File: src/alist_pkg.sv
// Package for the array list engine: field widths, operation and status codes, FSM states.
`timescale 1ns / 1ps
package alist_pkg;

  // Fixed field widths of the channels and the register.
  localparam int OP_W    = 3;
  localparam int KEY_W   = 32;
  localparam int POS_W   = 4;
  localparam int STAT_W  = 2;
  localparam int MEAN_W  = 40;
  localparam int CNT_W   = 5;
  localparam int CAP_W   = 5;
  localparam int FRAC_W  = 8;
  localparam int PADDR_W = 3;
  localparam int PDATA_W = 32;

  // Reset value of the capacity limit register.
  localparam logic [CAP_W-1:0] CAP_RESET = 5'd16;

  // Operation codes; the two codes above read reverse are unused.
  typedef enum logic [OP_W-1:0] {
    OP_APPEND      = 3'd0,
    OP_REMOVE_LAST = 3'd1,
    OP_REMOVE_AT   = 3'd2,
    OP_MEAN        = 3'd3,
    OP_READ_FWD    = 3'd4,
    OP_READ_REV    = 3'd5
  } op_t;

  // Result status codes.
  typedef enum logic [STAT_W-1:0] {
    ST_OK     = 2'd0,
    ST_FULL   = 2'd1,
    ST_EMPTY  = 2'd2,
    ST_BADPOS = 2'd3
  } status_t;

  // Control states of the engine.
  typedef enum logic [3:0] {
    S_IDLE = 4'b0001,
    S_WALK = 4'b0010,
    S_DIV  = 4'b0100,
    S_RESP = 4'b1000
  } state_t;

endpackage

File: src/alist_in_if.sv
// Input channel interface of the array list engine.
`timescale 1ns / 1ps
interface alist_in_if;
  logic                        valid;
  logic                        ready;
  logic [alist_pkg::OP_W-1:0]  operation;
  logic signed [alist_pkg::KEY_W-1:0] key_in;
  logic [alist_pkg::POS_W-1:0] position;

  modport source (output valid, operation, key_in, position, input ready);
  modport sink   (input valid, operation, key_in, position, output ready);
endinterface

File: src/alist_out_if.sv
// Result channel interface of the array list engine.
`timescale 1ns / 1ps
interface alist_out_if;
  logic                                valid;
  logic                                ready;
  logic [alist_pkg::STAT_W-1:0]        status;
  logic signed [alist_pkg::KEY_W-1:0]  key_out;
  logic signed [alist_pkg::MEAN_W-1:0] mean_value;
  logic [alist_pkg::CNT_W-1:0]         entry_count;
  logic                                last_result;

  modport source (output valid, status, key_out, mean_value, entry_count, last_result,
                  input ready);
  modport sink   (input valid, status, key_out, mean_value, entry_count, last_result,
                  output ready);
endinterface

File: src/alist_ram.sv
// Generic single-write, single-read RAM with a registered read port.
`timescale 1ns / 1ps
module alist_ram #(
  parameter int WIDTH = 32,
  parameter int DEPTH = 16,
  parameter int AW    = (DEPTH > 1) ? $clog2(DEPTH) : 1
) (
  input  logic             clk,
  input  logic             we,
  input  logic [AW-1:0]    waddr,
  input  logic [WIDTH-1:0] wdata,
  input  logic             re,
  input  logic [AW-1:0]    raddr,
  output logic [WIDTH-1:0] rdata
);

  logic [WIDTH-1:0] mem_r [DEPTH];

  // Write port.
  always_ff @(posedge clk) begin
    if (we) begin
      mem_r[waddr] <= wdata;
    end
  end

  // Registered read; the data holds until the next read.
  always_ff @(posedge clk) begin
    if (re) begin
      rdata <= mem_r[raddr];
    end
  end

endmodule

File: src/array_list_engine.sv
// Top level of the array list engine: list control, key store, mean divider, result register.
//
// The block holds an ordered list of signed 32-bit keys. Each word on the input
// channel (in_ch) carries one operation: append, remove last, remove at position,
// mean, read forward or read reverse. Results leave on out_ch, one word per key for
// a read of a non-empty list, else one word; last_result marks the final word.
// The APB port sets capacity_limit at byte address 0; the user makes writes while
// idle, which the block does not enforce. With n the number of keys held:
//   append, remove last, errors, unused codes: one result word from the response state.
//   remove at position: later keys move down one place (one key moved per
//   cycle), then the count drops; none moves when the last key is removed.
//   reads: keys leave one per cycle while the result register can take them.
//   mean: the n keys are summed, then a 1-bit-per-cycle divider of
//   DW = 45 steps at DEPTH 16 gives the result.
// One word is processed at a time; in_ch.ready is high only when the engine is idle.
// Cycle counts are set by the single read port of the key store and the divider.
// Reset (rst_n low, synchronous) empties the list, sets capacity_limit to 16 and
// drops any pending result. When out_ch.ready is low, the result register holds
// its word and the engine waits once it has another word to load; no word is lost.
`timescale 1ns / 1ps
module array_list_engine #(
  parameter int DEPTH = 16
) (
  input  logic                          clk,
  input  logic                          rst_n,
  alist_in_if.sink                      in_ch,
  alist_out_if.source                   out_ch,
  input  logic                          psel,
  input  logic                          penable,
  input  logic                          pwrite,
  input  logic [alist_pkg::PADDR_W-1:0] paddr,
  input  logic [alist_pkg::PDATA_W-1:0] pwdata,
  output logic [alist_pkg::PDATA_W-1:0] prdata,
  output logic                          pready
);
  import alist_pkg::*;

  localparam int AW   = (DEPTH > 1) ? $clog2(DEPTH) : 1;
  localparam int CW   = $clog2(DEPTH + 1);
  localparam int CMPW = (CW > CAP_W) ? CW : CAP_W;
  localparam int PCW  = (CW > POS_W) ? CW : POS_W;
  localparam int SW   = KEY_W + $clog2(DEPTH + 1);
  localparam int DW   = SW + FRAC_W;
  localparam int DCW  = $clog2(DW + 1);

  // Control state.
  state_t          state_r, state_nxt;
  op_t             op_r, op_nxt;
  logic [CW-1:0]   count_r, count_nxt;
  logic [CAP_W-1:0] cap_r;
  logic [AW-1:0]   rd_addr_r, rd_addr_nxt;
  logic [AW-1:0]   lst_addr_r, lst_addr_nxt;
  logic [CW-1:0]   rem_r, rem_nxt;
  logic            pend_r, pend_nxt;
  logic [DCW-1:0]  div_cnt_r, div_cnt_nxt;
  logic            out_valid_r, out_valid_nxt;

  // Datapath registers.
  logic signed [SW-1:0] sum_r, sum_nxt;
  logic [DW-1:0]        div_q_r, div_q_nxt;
  logic [CW-1:0]        div_rem_r, div_rem_nxt;
  logic                 neg_r, neg_nxt;
  status_t              status_r, status_nxt;
  logic [MEAN_W-1:0]    mean_r, mean_nxt;
  logic [STAT_W-1:0]    out_status_r;
  logic [KEY_W-1:0]     out_key_r;
  logic [MEAN_W-1:0]    out_mean_r;
  logic [CW-1:0]        out_count_r;
  logic                 out_last_r;

  // Key store port signals.
  logic             ram_we;
  logic [AW-1:0]    ram_waddr;
  logic [KEY_W-1:0] ram_wdata;
  logic             ram_re;
  logic [AW-1:0]    ram_raddr;
  logic [KEY_W-1:0] ram_rdata;

  // Result register load.
  logic             load_out;
  status_t          ld_status;
  logic [KEY_W-1:0] ld_key;
  logic [MEAN_W-1:0] ld_mean;
  logic             ld_last;

  // Helper terms.
  logic            can_load;
  logic            is_full;
  logic            pos_bad;
  logic            consume;
  logic            is_read;
  logic [CW:0]     div_shift;
  logic            div_ge;
  logic [CW:0]     div_diff;
  logic [SW-1:0]   sum_mag;
  logic [DW-1:0]   quo_signed;
  logic            cfg_we;

  alist_ram #(
    .WIDTH(KEY_W),
    .DEPTH(DEPTH),
    .AW   (AW)
  ) u_key_store (
    .clk  (clk),
    .we   (ram_we),
    .waddr(ram_waddr),
    .wdata(ram_wdata),
    .re   (ram_re),
    .raddr(ram_raddr),
    .rdata(ram_rdata)
  );

  // Configuration port: capacity_limit is the only register.
  assign pready = 1'b1;
  assign cfg_we = psel && penable && pwrite && !paddr[PADDR_W-1];
  assign prdata = !paddr[PADDR_W-1] ? PDATA_W'(cap_r) : '0;

  // Handshake and result outputs.
  assign in_ch.ready        = (state_r == S_IDLE);
  assign out_ch.valid       = out_valid_r;
  assign out_ch.status      = out_status_r;
  assign out_ch.key_out     = out_key_r;
  assign out_ch.mean_value  = out_mean_r;
  assign out_ch.entry_count = CNT_W'(out_count_r);
  assign out_ch.last_result = out_last_r;

  assign can_load = !out_valid_r || out_ch.ready;
  assign is_full  = (CMPW'(count_r) >= CMPW'(cap_r)) || (count_r == CW'(DEPTH));
  assign pos_bad  = PCW'(in_ch.position) >= PCW'(count_r);
  assign is_read  = (op_r == OP_READ_FWD) || (op_r == OP_READ_REV);
  assign consume  = pend_r && (!is_read || can_load);

  // Divider step: one quotient bit per cycle, divisor is the entry count.
  assign div_shift  = {div_rem_r, div_q_r[DW-1]};
  assign div_ge     = div_shift >= {1'b0, count_r};
  assign div_diff   = div_shift - {1'b0, count_r};
  assign sum_mag    = sum_r[SW-1] ? SW'(-sum_r) : SW'(sum_r);
  assign quo_signed = neg_r ? (~div_q_r + DW'(1)) : div_q_r;

  // Next-state and datapath logic.
  always_comb begin
    state_nxt    = state_r;
    op_nxt       = op_r;
    count_nxt    = count_r;
    rd_addr_nxt  = rd_addr_r;
    lst_addr_nxt = lst_addr_r;
    rem_nxt      = rem_r;
    pend_nxt     = pend_r;
    div_cnt_nxt  = div_cnt_r;
    sum_nxt      = sum_r;
    div_q_nxt    = div_q_r;
    div_rem_nxt  = div_rem_r;
    neg_nxt      = neg_r;
    status_nxt   = status_r;
    mean_nxt     = mean_r;
    ram_we       = 1'b0;
    ram_waddr    = '0;
    ram_wdata    = '0;
    ram_re       = 1'b0;
    ram_raddr    = '0;
    load_out     = 1'b0;
    ld_status    = ST_OK;
    ld_key       = '0;
    ld_mean      = '0;
    ld_last      = 1'b1;

    unique case (state_r)
      S_IDLE: begin
        if (in_ch.valid) begin
          op_nxt     = op_t'(in_ch.operation);
          status_nxt = ST_OK;
          mean_nxt   = '0;
          state_nxt  = S_RESP;
          pend_nxt   = 1'b0;
          if ((count_r == '0) && (in_ch.operation != OP_APPEND) &&
              (in_ch.operation <= OP_READ_REV)) begin
            status_nxt = ST_EMPTY;
          end else begin
            case (op_t'(in_ch.operation))
              OP_APPEND: begin
                if (is_full) begin
                  status_nxt = ST_FULL;
                end else begin
                  ram_we    = 1'b1;
                  ram_waddr = AW'(count_r);
                  ram_wdata = in_ch.key_in;
                  count_nxt = count_r + CW'(1);
                end
              end
              OP_REMOVE_LAST: begin
                count_nxt = count_r - CW'(1);
              end
              OP_REMOVE_AT: begin
                if (pos_bad) begin
                  status_nxt = ST_BADPOS;
                end else begin
                  rd_addr_nxt = AW'(PCW'(in_ch.position) + PCW'(1));
                  rem_nxt     = CW'(PCW'(count_r) - PCW'(in_ch.position) - PCW'(1));
                  state_nxt   = S_WALK;
                end
              end
              OP_MEAN: begin
                rd_addr_nxt = '0;
                rem_nxt     = count_r;
                sum_nxt     = '0;
                state_nxt   = S_WALK;
              end
              OP_READ_FWD: begin
                rd_addr_nxt = '0;
                rem_nxt     = count_r;
                state_nxt   = S_WALK;
              end
              OP_READ_REV: begin
                rd_addr_nxt = AW'(count_r - CW'(1));
                rem_nxt     = count_r;
                state_nxt   = S_WALK;
              end
              default: begin
              end
            endcase
          end
        end
      end

      // Walk the store: one read issued, one earlier used per cycle; reads wait on out_ch.
      S_WALK: begin
        if (!pend_r && (rem_r == '0)) begin
          case (op_r)
            OP_MEAN: begin
              div_q_nxt   = {sum_mag, {FRAC_W{1'b0}}};
              div_rem_nxt = '0;
              neg_nxt     = sum_r[SW-1];
              div_cnt_nxt = DCW'(DW);
              state_nxt   = S_DIV;
            end
            OP_REMOVE_AT: begin
              count_nxt = count_r - CW'(1);
              state_nxt = S_RESP;
            end
            default: begin
              state_nxt = S_IDLE;
            end
          endcase
        end else begin
          if (consume) begin
            case (op_r)
              OP_MEAN: begin
                sum_nxt = sum_r + {{(SW-KEY_W){ram_rdata[KEY_W-1]}}, ram_rdata};
              end
              OP_REMOVE_AT: begin
                ram_we    = 1'b1;
                ram_waddr = lst_addr_r - AW'(1);
                ram_wdata = ram_rdata;
              end
              default: begin
                load_out = 1'b1;
                ld_key   = ram_rdata;
                ld_last  = (rem_r == '0);
              end
            endcase
          end
          if (!pend_r || consume) begin
            if (rem_r != '0) begin
              ram_re       = 1'b1;
              ram_raddr    = rd_addr_r;
              lst_addr_nxt = rd_addr_r;
              rd_addr_nxt  = (op_r == OP_READ_REV) ? rd_addr_r - AW'(1)
                                                   : rd_addr_r + AW'(1);
              rem_nxt      = rem_r - CW'(1);
              pend_nxt     = 1'b1;
            end else begin
              pend_nxt = 1'b0;
            end
          end
        end
      end

      // Restoring division of |sum| * 256 by the entry count.
      S_DIV: begin
        if (div_cnt_r == '0) begin
          mean_nxt  = quo_signed[MEAN_W-1:0];
          state_nxt = S_RESP;
        end else begin
          div_rem_nxt = div_ge ? div_diff[CW-1:0] : div_shift[CW-1:0];
          div_q_nxt   = {div_q_r[DW-2:0], div_ge};
          div_cnt_nxt = div_cnt_r - DCW'(1);
        end
      end

      // Single-word result waits for a free result register.
      S_RESP: begin
        if (can_load) begin
          load_out  = 1'b1;
          ld_status = status_r;
          ld_mean   = mean_r;
          state_nxt = S_IDLE;
        end
      end

      default: begin
        state_nxt = S_IDLE;
      end
    endcase
  end

  // Result register valid flag.
  always_comb begin
    if (load_out) begin
      out_valid_nxt = 1'b1;
    end else if (out_ch.ready) begin
      out_valid_nxt = 1'b0;
    end else begin
      out_valid_nxt = out_valid_r;
    end
  end

  // Control registers.
  always_ff @(posedge clk) begin
    if (!rst_n) begin
      state_r     <= S_IDLE;
      count_r     <= '0;
      cap_r       <= CAP_RESET;
      pend_r      <= 1'b0;
      out_valid_r <= 1'b0;
      op_r        <= OP_APPEND;
      rem_r       <= '0;
      div_cnt_r   <= '0;
    end else begin
      state_r     <= state_nxt;
      count_r     <= count_nxt;
      pend_r      <= pend_nxt;
      out_valid_r <= out_valid_nxt;
      op_r        <= op_nxt;
      rem_r       <= rem_nxt;
      div_cnt_r   <= div_cnt_nxt;
      if (cfg_we) begin
        cap_r <= pwdata[CAP_W-1:0];
      end
    end
  end

  // Payload registers; the count travels with its word so that a waiting
  // word keeps the count of its own operation.
  always_ff @(posedge clk) begin
    rd_addr_r  <= rd_addr_nxt;
    lst_addr_r <= lst_addr_nxt;
    sum_r      <= sum_nxt;
    div_q_r    <= div_q_nxt;
    div_rem_r  <= div_rem_nxt;
    neg_r      <= neg_nxt;
    status_r   <= status_nxt;
    mean_r     <= mean_nxt;
    if (load_out) begin
      out_status_r <= ld_status;
      out_key_r    <= ld_key;
      out_mean_r   <= ld_mean;
      out_count_r  <= count_r;
      out_last_r   <= ld_last;
    end
  end

endmodule

File: src/flat_wrapper.sv
// flat-port wrapper written by rule: the top's interface ports become plain ports
module array_list_engine_flat import alist_pkg::*;
#(
  parameter int DEPTH = 16
)
  (clk, rst_n, psel, penable, pwrite, paddr, pwdata, prdata, pready, in_ch_valid, in_ch_operation, in_ch_key_in, in_ch_position, in_ch_ready, out_ch_valid, out_ch_status, out_ch_key_out, out_ch_mean_value, out_ch_entry_count, out_ch_last_result, out_ch_ready);
  alist_in_if in_ch_i ();
  alist_out_if out_ch_i ();
  input  logic clk;
  input  logic rst_n;
  input  logic psel;
  input  logic penable;
  input  logic pwrite;
  input  logic [alist_pkg::PADDR_W-1:0] paddr;
  input  logic [alist_pkg::PDATA_W-1:0] pwdata;
  output logic [alist_pkg::PDATA_W-1:0] prdata;
  output logic pready;
  input wire logic [$bits(in_ch_i.valid)-1:0] in_ch_valid;
  input wire logic [$bits(in_ch_i.operation)-1:0] in_ch_operation;
  input wire logic [$bits(in_ch_i.key_in)-1:0] in_ch_key_in;
  input wire logic [$bits(in_ch_i.position)-1:0] in_ch_position;
  output wire logic [$bits(in_ch_i.ready)-1:0] in_ch_ready;
  output wire logic [$bits(out_ch_i.valid)-1:0] out_ch_valid;
  output wire logic [$bits(out_ch_i.status)-1:0] out_ch_status;
  output wire logic [$bits(out_ch_i.key_out)-1:0] out_ch_key_out;
  output wire logic [$bits(out_ch_i.mean_value)-1:0] out_ch_mean_value;
  output wire logic [$bits(out_ch_i.entry_count)-1:0] out_ch_entry_count;
  output wire logic [$bits(out_ch_i.last_result)-1:0] out_ch_last_result;
  input wire logic [$bits(out_ch_i.ready)-1:0] out_ch_ready;
  assign in_ch_i.valid = in_ch_valid;
  assign in_ch_i.operation = in_ch_operation;
  assign in_ch_i.key_in = in_ch_key_in;
  assign in_ch_i.position = in_ch_position;
  assign in_ch_ready = in_ch_i.ready;
  assign out_ch_valid = out_ch_i.valid;
  assign out_ch_status = out_ch_i.status;
  assign out_ch_key_out = out_ch_i.key_out;
  assign out_ch_mean_value = out_ch_i.mean_value;
  assign out_ch_entry_count = out_ch_i.entry_count;
  assign out_ch_last_result = out_ch_i.last_result;
  assign out_ch_i.ready = out_ch_ready;
  array_list_engine #(.DEPTH(DEPTH)) u_core (.clk(clk), .rst_n(rst_n), .in_ch(in_ch_i), .out_ch(out_ch_i), .psel(psel), .penable(penable), .pwrite(pwrite), .paddr(paddr), .pwdata(pwdata), .prdata(prdata), .pready(pready));
endmodule
File: config.mk
export PLATFORM = sky130hd
export DESIGN_NAME = array_list_engine_flat
export DESIGN_NICKNAME = d
export VERILOG_FILES = /design/src/alist_pkg.sv /design/src/alist_in_if.sv /design/src/alist_out_if.sv /design/src/alist_ram.sv /design/src/array_list_engine.sv /design/src/flat_wrapper.sv
export SDC_FILE = /design/constraint.sdc
export NUM_CORES = 1
export LEC_CHECK = 0
export BUFFER_PORTS_ARGS = -buffer_cell sky130_fd_sc_hd__buf_4
export CORE_MARGIN = 2
export CORE_UTILIZATION = 30
export CTS_CLUSTER_DIAMETER = 30
export DETAILED_ROUTE_END_ITERATION = 7
export PLACE_DENSITY = 0.42
export SYNTH_ARGS = -nofsm -noshare
export SYNTH_HDL_FRONTEND = slang
export SYNTH_SLANG_ARGS = --single-unit
File: constraint.sdc
create_clock -name clk -period 6.46 [get_ports clk]
set_clock_uncertainty 0.15 [all_clocks]
set_input_delay 1.292 -clock clk [delete_from_list [all_inputs] [get_ports clk]]
set_output_delay 1.292 -clock clk [all_outputs]
set_load 0.02 [all_outputs]
==> impl_metrics.ini <==
[route]
first_pass_iters = 5
antenna_left = 0
viasPerCell = 5.05
vias = 23021
drc = 0
drt-wirelength-per-cell_um = 23.3
drt-total-wl_mm = 106
drtIter0Drc = 1417

[cells_and_area]
final_util = 0.385
fill_cells = 11100
syn2layout_area_growth_pct = 27.3
instances_no_fill = 4563
fin_area_um2 = 45400
nNetsFinal = 3007
drive_gt1_frac = 0.202

[status]
outcome = complete, no violations

[sta]
finalHoldViolations = 0
period_share = 0.719
finalSetupTns_ns = 0
holdWs_ns = 0.331
maxSlewHeadroom = 0.156
drv_slew = 0
rsz0062_at_grt = false
min_period_ns = 4.65
setup_viol = 0
fmax_mhz = 215
worstMarginPinSlew_ns = 1.27

[power_and_ir_drop]
leakagePower_nw = 16.9
max-vdd-ir-drop_mv = 0.248
powerDensity_nw_per_um2 = 345

[clock_tree]
htreeDepth = 4
cts_setup_buffers = 0
cts_hold_buf = 0
cts_buffer_depth = 3
insertion_delay_ns = 0.80
cts_resized = 0
cts_tree = yes
cts_buffers = 196
clkTransAtPathRegs_ns = 0.04
clockRootBuffer = clkbuf_16
cts_sinks = 792

[synth]
yosysWarningCount = 0
ys_seq_elements = 792
async_reset_ff_frac = 0
synth-main-ff-cell = edfxtp_1
syn-mean-instance-area_um2 = 13.7
synthesis.area_um2 = 35700
synth_edf_count = 762
seq_area_frac_synth = 0.659
synth.distinct_cells = 80
syn_inst = 2603

[grt]
grt_pass1_wl_mm = 156
grt_max_degree = 75
antenna_found_initial = 12
grt_use_total = 0.174
grt_remaining_overflow = 0
grt_pass1_vias = 24023

[worst_setup_path]
cp.required_ns = 6.76
cp-start-kind = flop
path_max_fanout = 23
critPathKind = flop to flop
critPathCaptureType = flop
r2r_slack_ns = 1.81
cp.arrival_ns = 4.95

[placement]
dp_hpwl_mm = 65.4
place_area_um2 = 38600
place_inst = 4195
place_congestion = 0.865
port_buffers = 138

[floorplanning]
die_w_um = 349
coreArea_um2 = 118000
initial_core_util = 0.302
std_cell_rows = 126
die_area_um2 = 122000
io-pin-count = 196
die_h_um = 349

[worst_hold_path]
hp-class = flop to flop

[run]
cap_violations = 0
==> worst max-delay path, stage by stage (launching register included) <==
cell	delay [ns]
dfxtp_1	0.64
inv_1	0.30
ha_1	0.33
nand2b_1	0.14
a21o_1	0.17
a21o_1	0.17
a21o_1	0.23
a211oi_4	0.28
buf_4	0.40
nand3_1	0.13
a21o_1	0.32
nor2_4	0.68
buf_4	0.40
==> registers in the layout (all words and copies together), names as in the netlist, 2 cells and up <==
name / flops
u_core.cap_r: 5
u_core.count_r: 5
u_core.div_cnt_r: 6
u_core.div_q_r: 45
u_core.div_rem_r: 5
u_core.lst_addr_r: 4
u_core.mean_r: 40
u_core.op_r: 3
u_core.out_ch.entry_count: 5
u_core.out_ch.key_out: 32
u_core.out_ch.mean_value: 40
u_core.out_ch.status: 2
u_core.rd_addr_r: 4
u_core.rem_r: 5
u_core.state_r: 4
u_core.status_r: 2
u_core.sum_r: 37
u_core.u_key_store.mem_r: 512
u_core.u_key_store.rdata: 32
==> where the power goes <==
part	internal, mW	switching (mW)	leakage, nW
Sequential	5.65	0.0195	7.74
Clock	6.56	3.13	3.21
Combinational	0.0913	0.185	5.95
Total	12.3	3.33	16.9
==> cell usage after synthesis, drive strengths merged (7+ instances only) <==
library cell / number / area share
a211oi: 61 / 0.013
or4: 10 / 0.0022
xor2: 86 / 0.021
o21bai: 10 / 0.0021
o221ai: 32 / 0.0079
buf: 48 / 0.0083
and3: 39 / 0.0068
ha: 65 / 0.023
nor3: 73 / 0.010
dfxtp: 30 / 0.017
o21a: 8 / 0.0017
xnor2: 31 / 0.0076
nand3: 36 / 0.0051
a21oi: 108 / 0.015
a31oi: 9 / 0.0016
edfxtp: 762 / 0.64
mux2: 19 / 0.0060
a221oi: 20 / 0.0049
nor2b: 19 / 0.0033
nand4: 10 / 0.0018
mux2i: 105 / 0.029
o211ai: 17 / 0.0036
nand2: 132 / 0.014
mux4: 32 / 0.020
o22ai: 26 / 0.0046
nand2b: 13 / 0.0023
nor2: 215 / 0.023
o21ai: 97 / 0.014
or3: 28 / 0.0052
inv: 48 / 0.0051
a21o: 30 / 0.0063
o41ai: 8 / 0.0029
clkbuf: 117 / 0.012
a221o: 15 / 0.0042
and2: 89 / 0.016
nor4: 7 / 0.0018
a22o: 32 / 0.0079
o31ai: 61 / 0.014
==> layer usage <==
| metal | global-route usage | vias up | share of wire |
|---|---|---|---|
| met1 | 0.223 | 11589 | 0.44 |
| li1 | - | 10577 | - |
| met2 | 0.293 | 653 | 0.48 |
| met5 | 0 | - | 0.00020 |
| met4 | 0.0624 | 4 | 0.025 |
| met3 | 0.0331 | 198 | 0.051 |
==> cell usage in the layout (no fill, tap or decap), types with 16 or more instances in the layout <==
cell type     n
mux2_2       19
nor2_1      206
a211oi_1     59
o211ai_1     17
o22ai_1      26
a21oi_1     107
mux4_2       32
clkbuf_1     24
ha_1         65
clkinvlp_4   23
xor2_1       86
xnor2_1      31
mux2i_1     105
a221oi_1     20
buf_4       192
clkbuf_16   196
a21o_1       30
o31ai_1      56
conb_1       28
nor3_1       66
o21ai_0      82
or3_1        26
and3_1       39
edfxtp_1    762
nand3_1      35
dfxtp_1      30
nor2b_1      16
clkinv_2     38
nand2_1     129
o221ai_1     32
and2_1       87
a22o_1       32
bufinv_16    23
inv_1        44
clkinv_1     35
==> final timing paths <==
path	endpoint	startpoint	depth (start not counted)
hold / removal	u_core.rem_r[4]	u_core.rem_r[4]	2
setup / recovery	u_core.u_key_store.mem_r[7][15]	u_core.count_r[0]	12
setup reg to reg	u_core.u_key_store.mem_r[7][15]	u_core.count_r[0]	12
hold reg to reg	u_core.rem_r[4]	u_core.rem_r[4]	2
==> final cells by class <==
class                      count  area, um^2  share of cell area
timing repair buffer         195        1500              0.0331
multi-input combinational   1623       11500               0.254
antenna                        1        2.50           0.0000551
tap                         1536        1920              0.0424
inverter                      49         185             0.00408
clock buffer                 227        5090               0.112
sequential                   792       23500               0.517
clock inverter               140        1660              0.0366
==> metrics by stage <==
stage	total power [mW]	worst slack [ns]
CTS	15.8	1.76
detailed placement	6.04	1.68
floorplan	5.94	1.20
global placement	6.04	1.69
global route	16.1	1.62
finish	15.6	1.81
==> cells by family (layout without fill, tap and decap cells) <==
group                    after synthesis  after routing  share of synthesized area
XOR/XNOR                             117            117                     0.0287
AO/OA/AOI/OAI                        555            555                      0.108
multiplexers                         156            156                     0.0557
flip-flops                           792            792                      0.659
other                                  2             29                   0.000211
adder cells (fa/ha/maj)               69             69                     0.0251
AND/OR/NAND/NOR                      698            698                     0.0978
buffers and inverters                214            611                     0.0258
No activity file was read; power rests on OpenSTA's default activity.
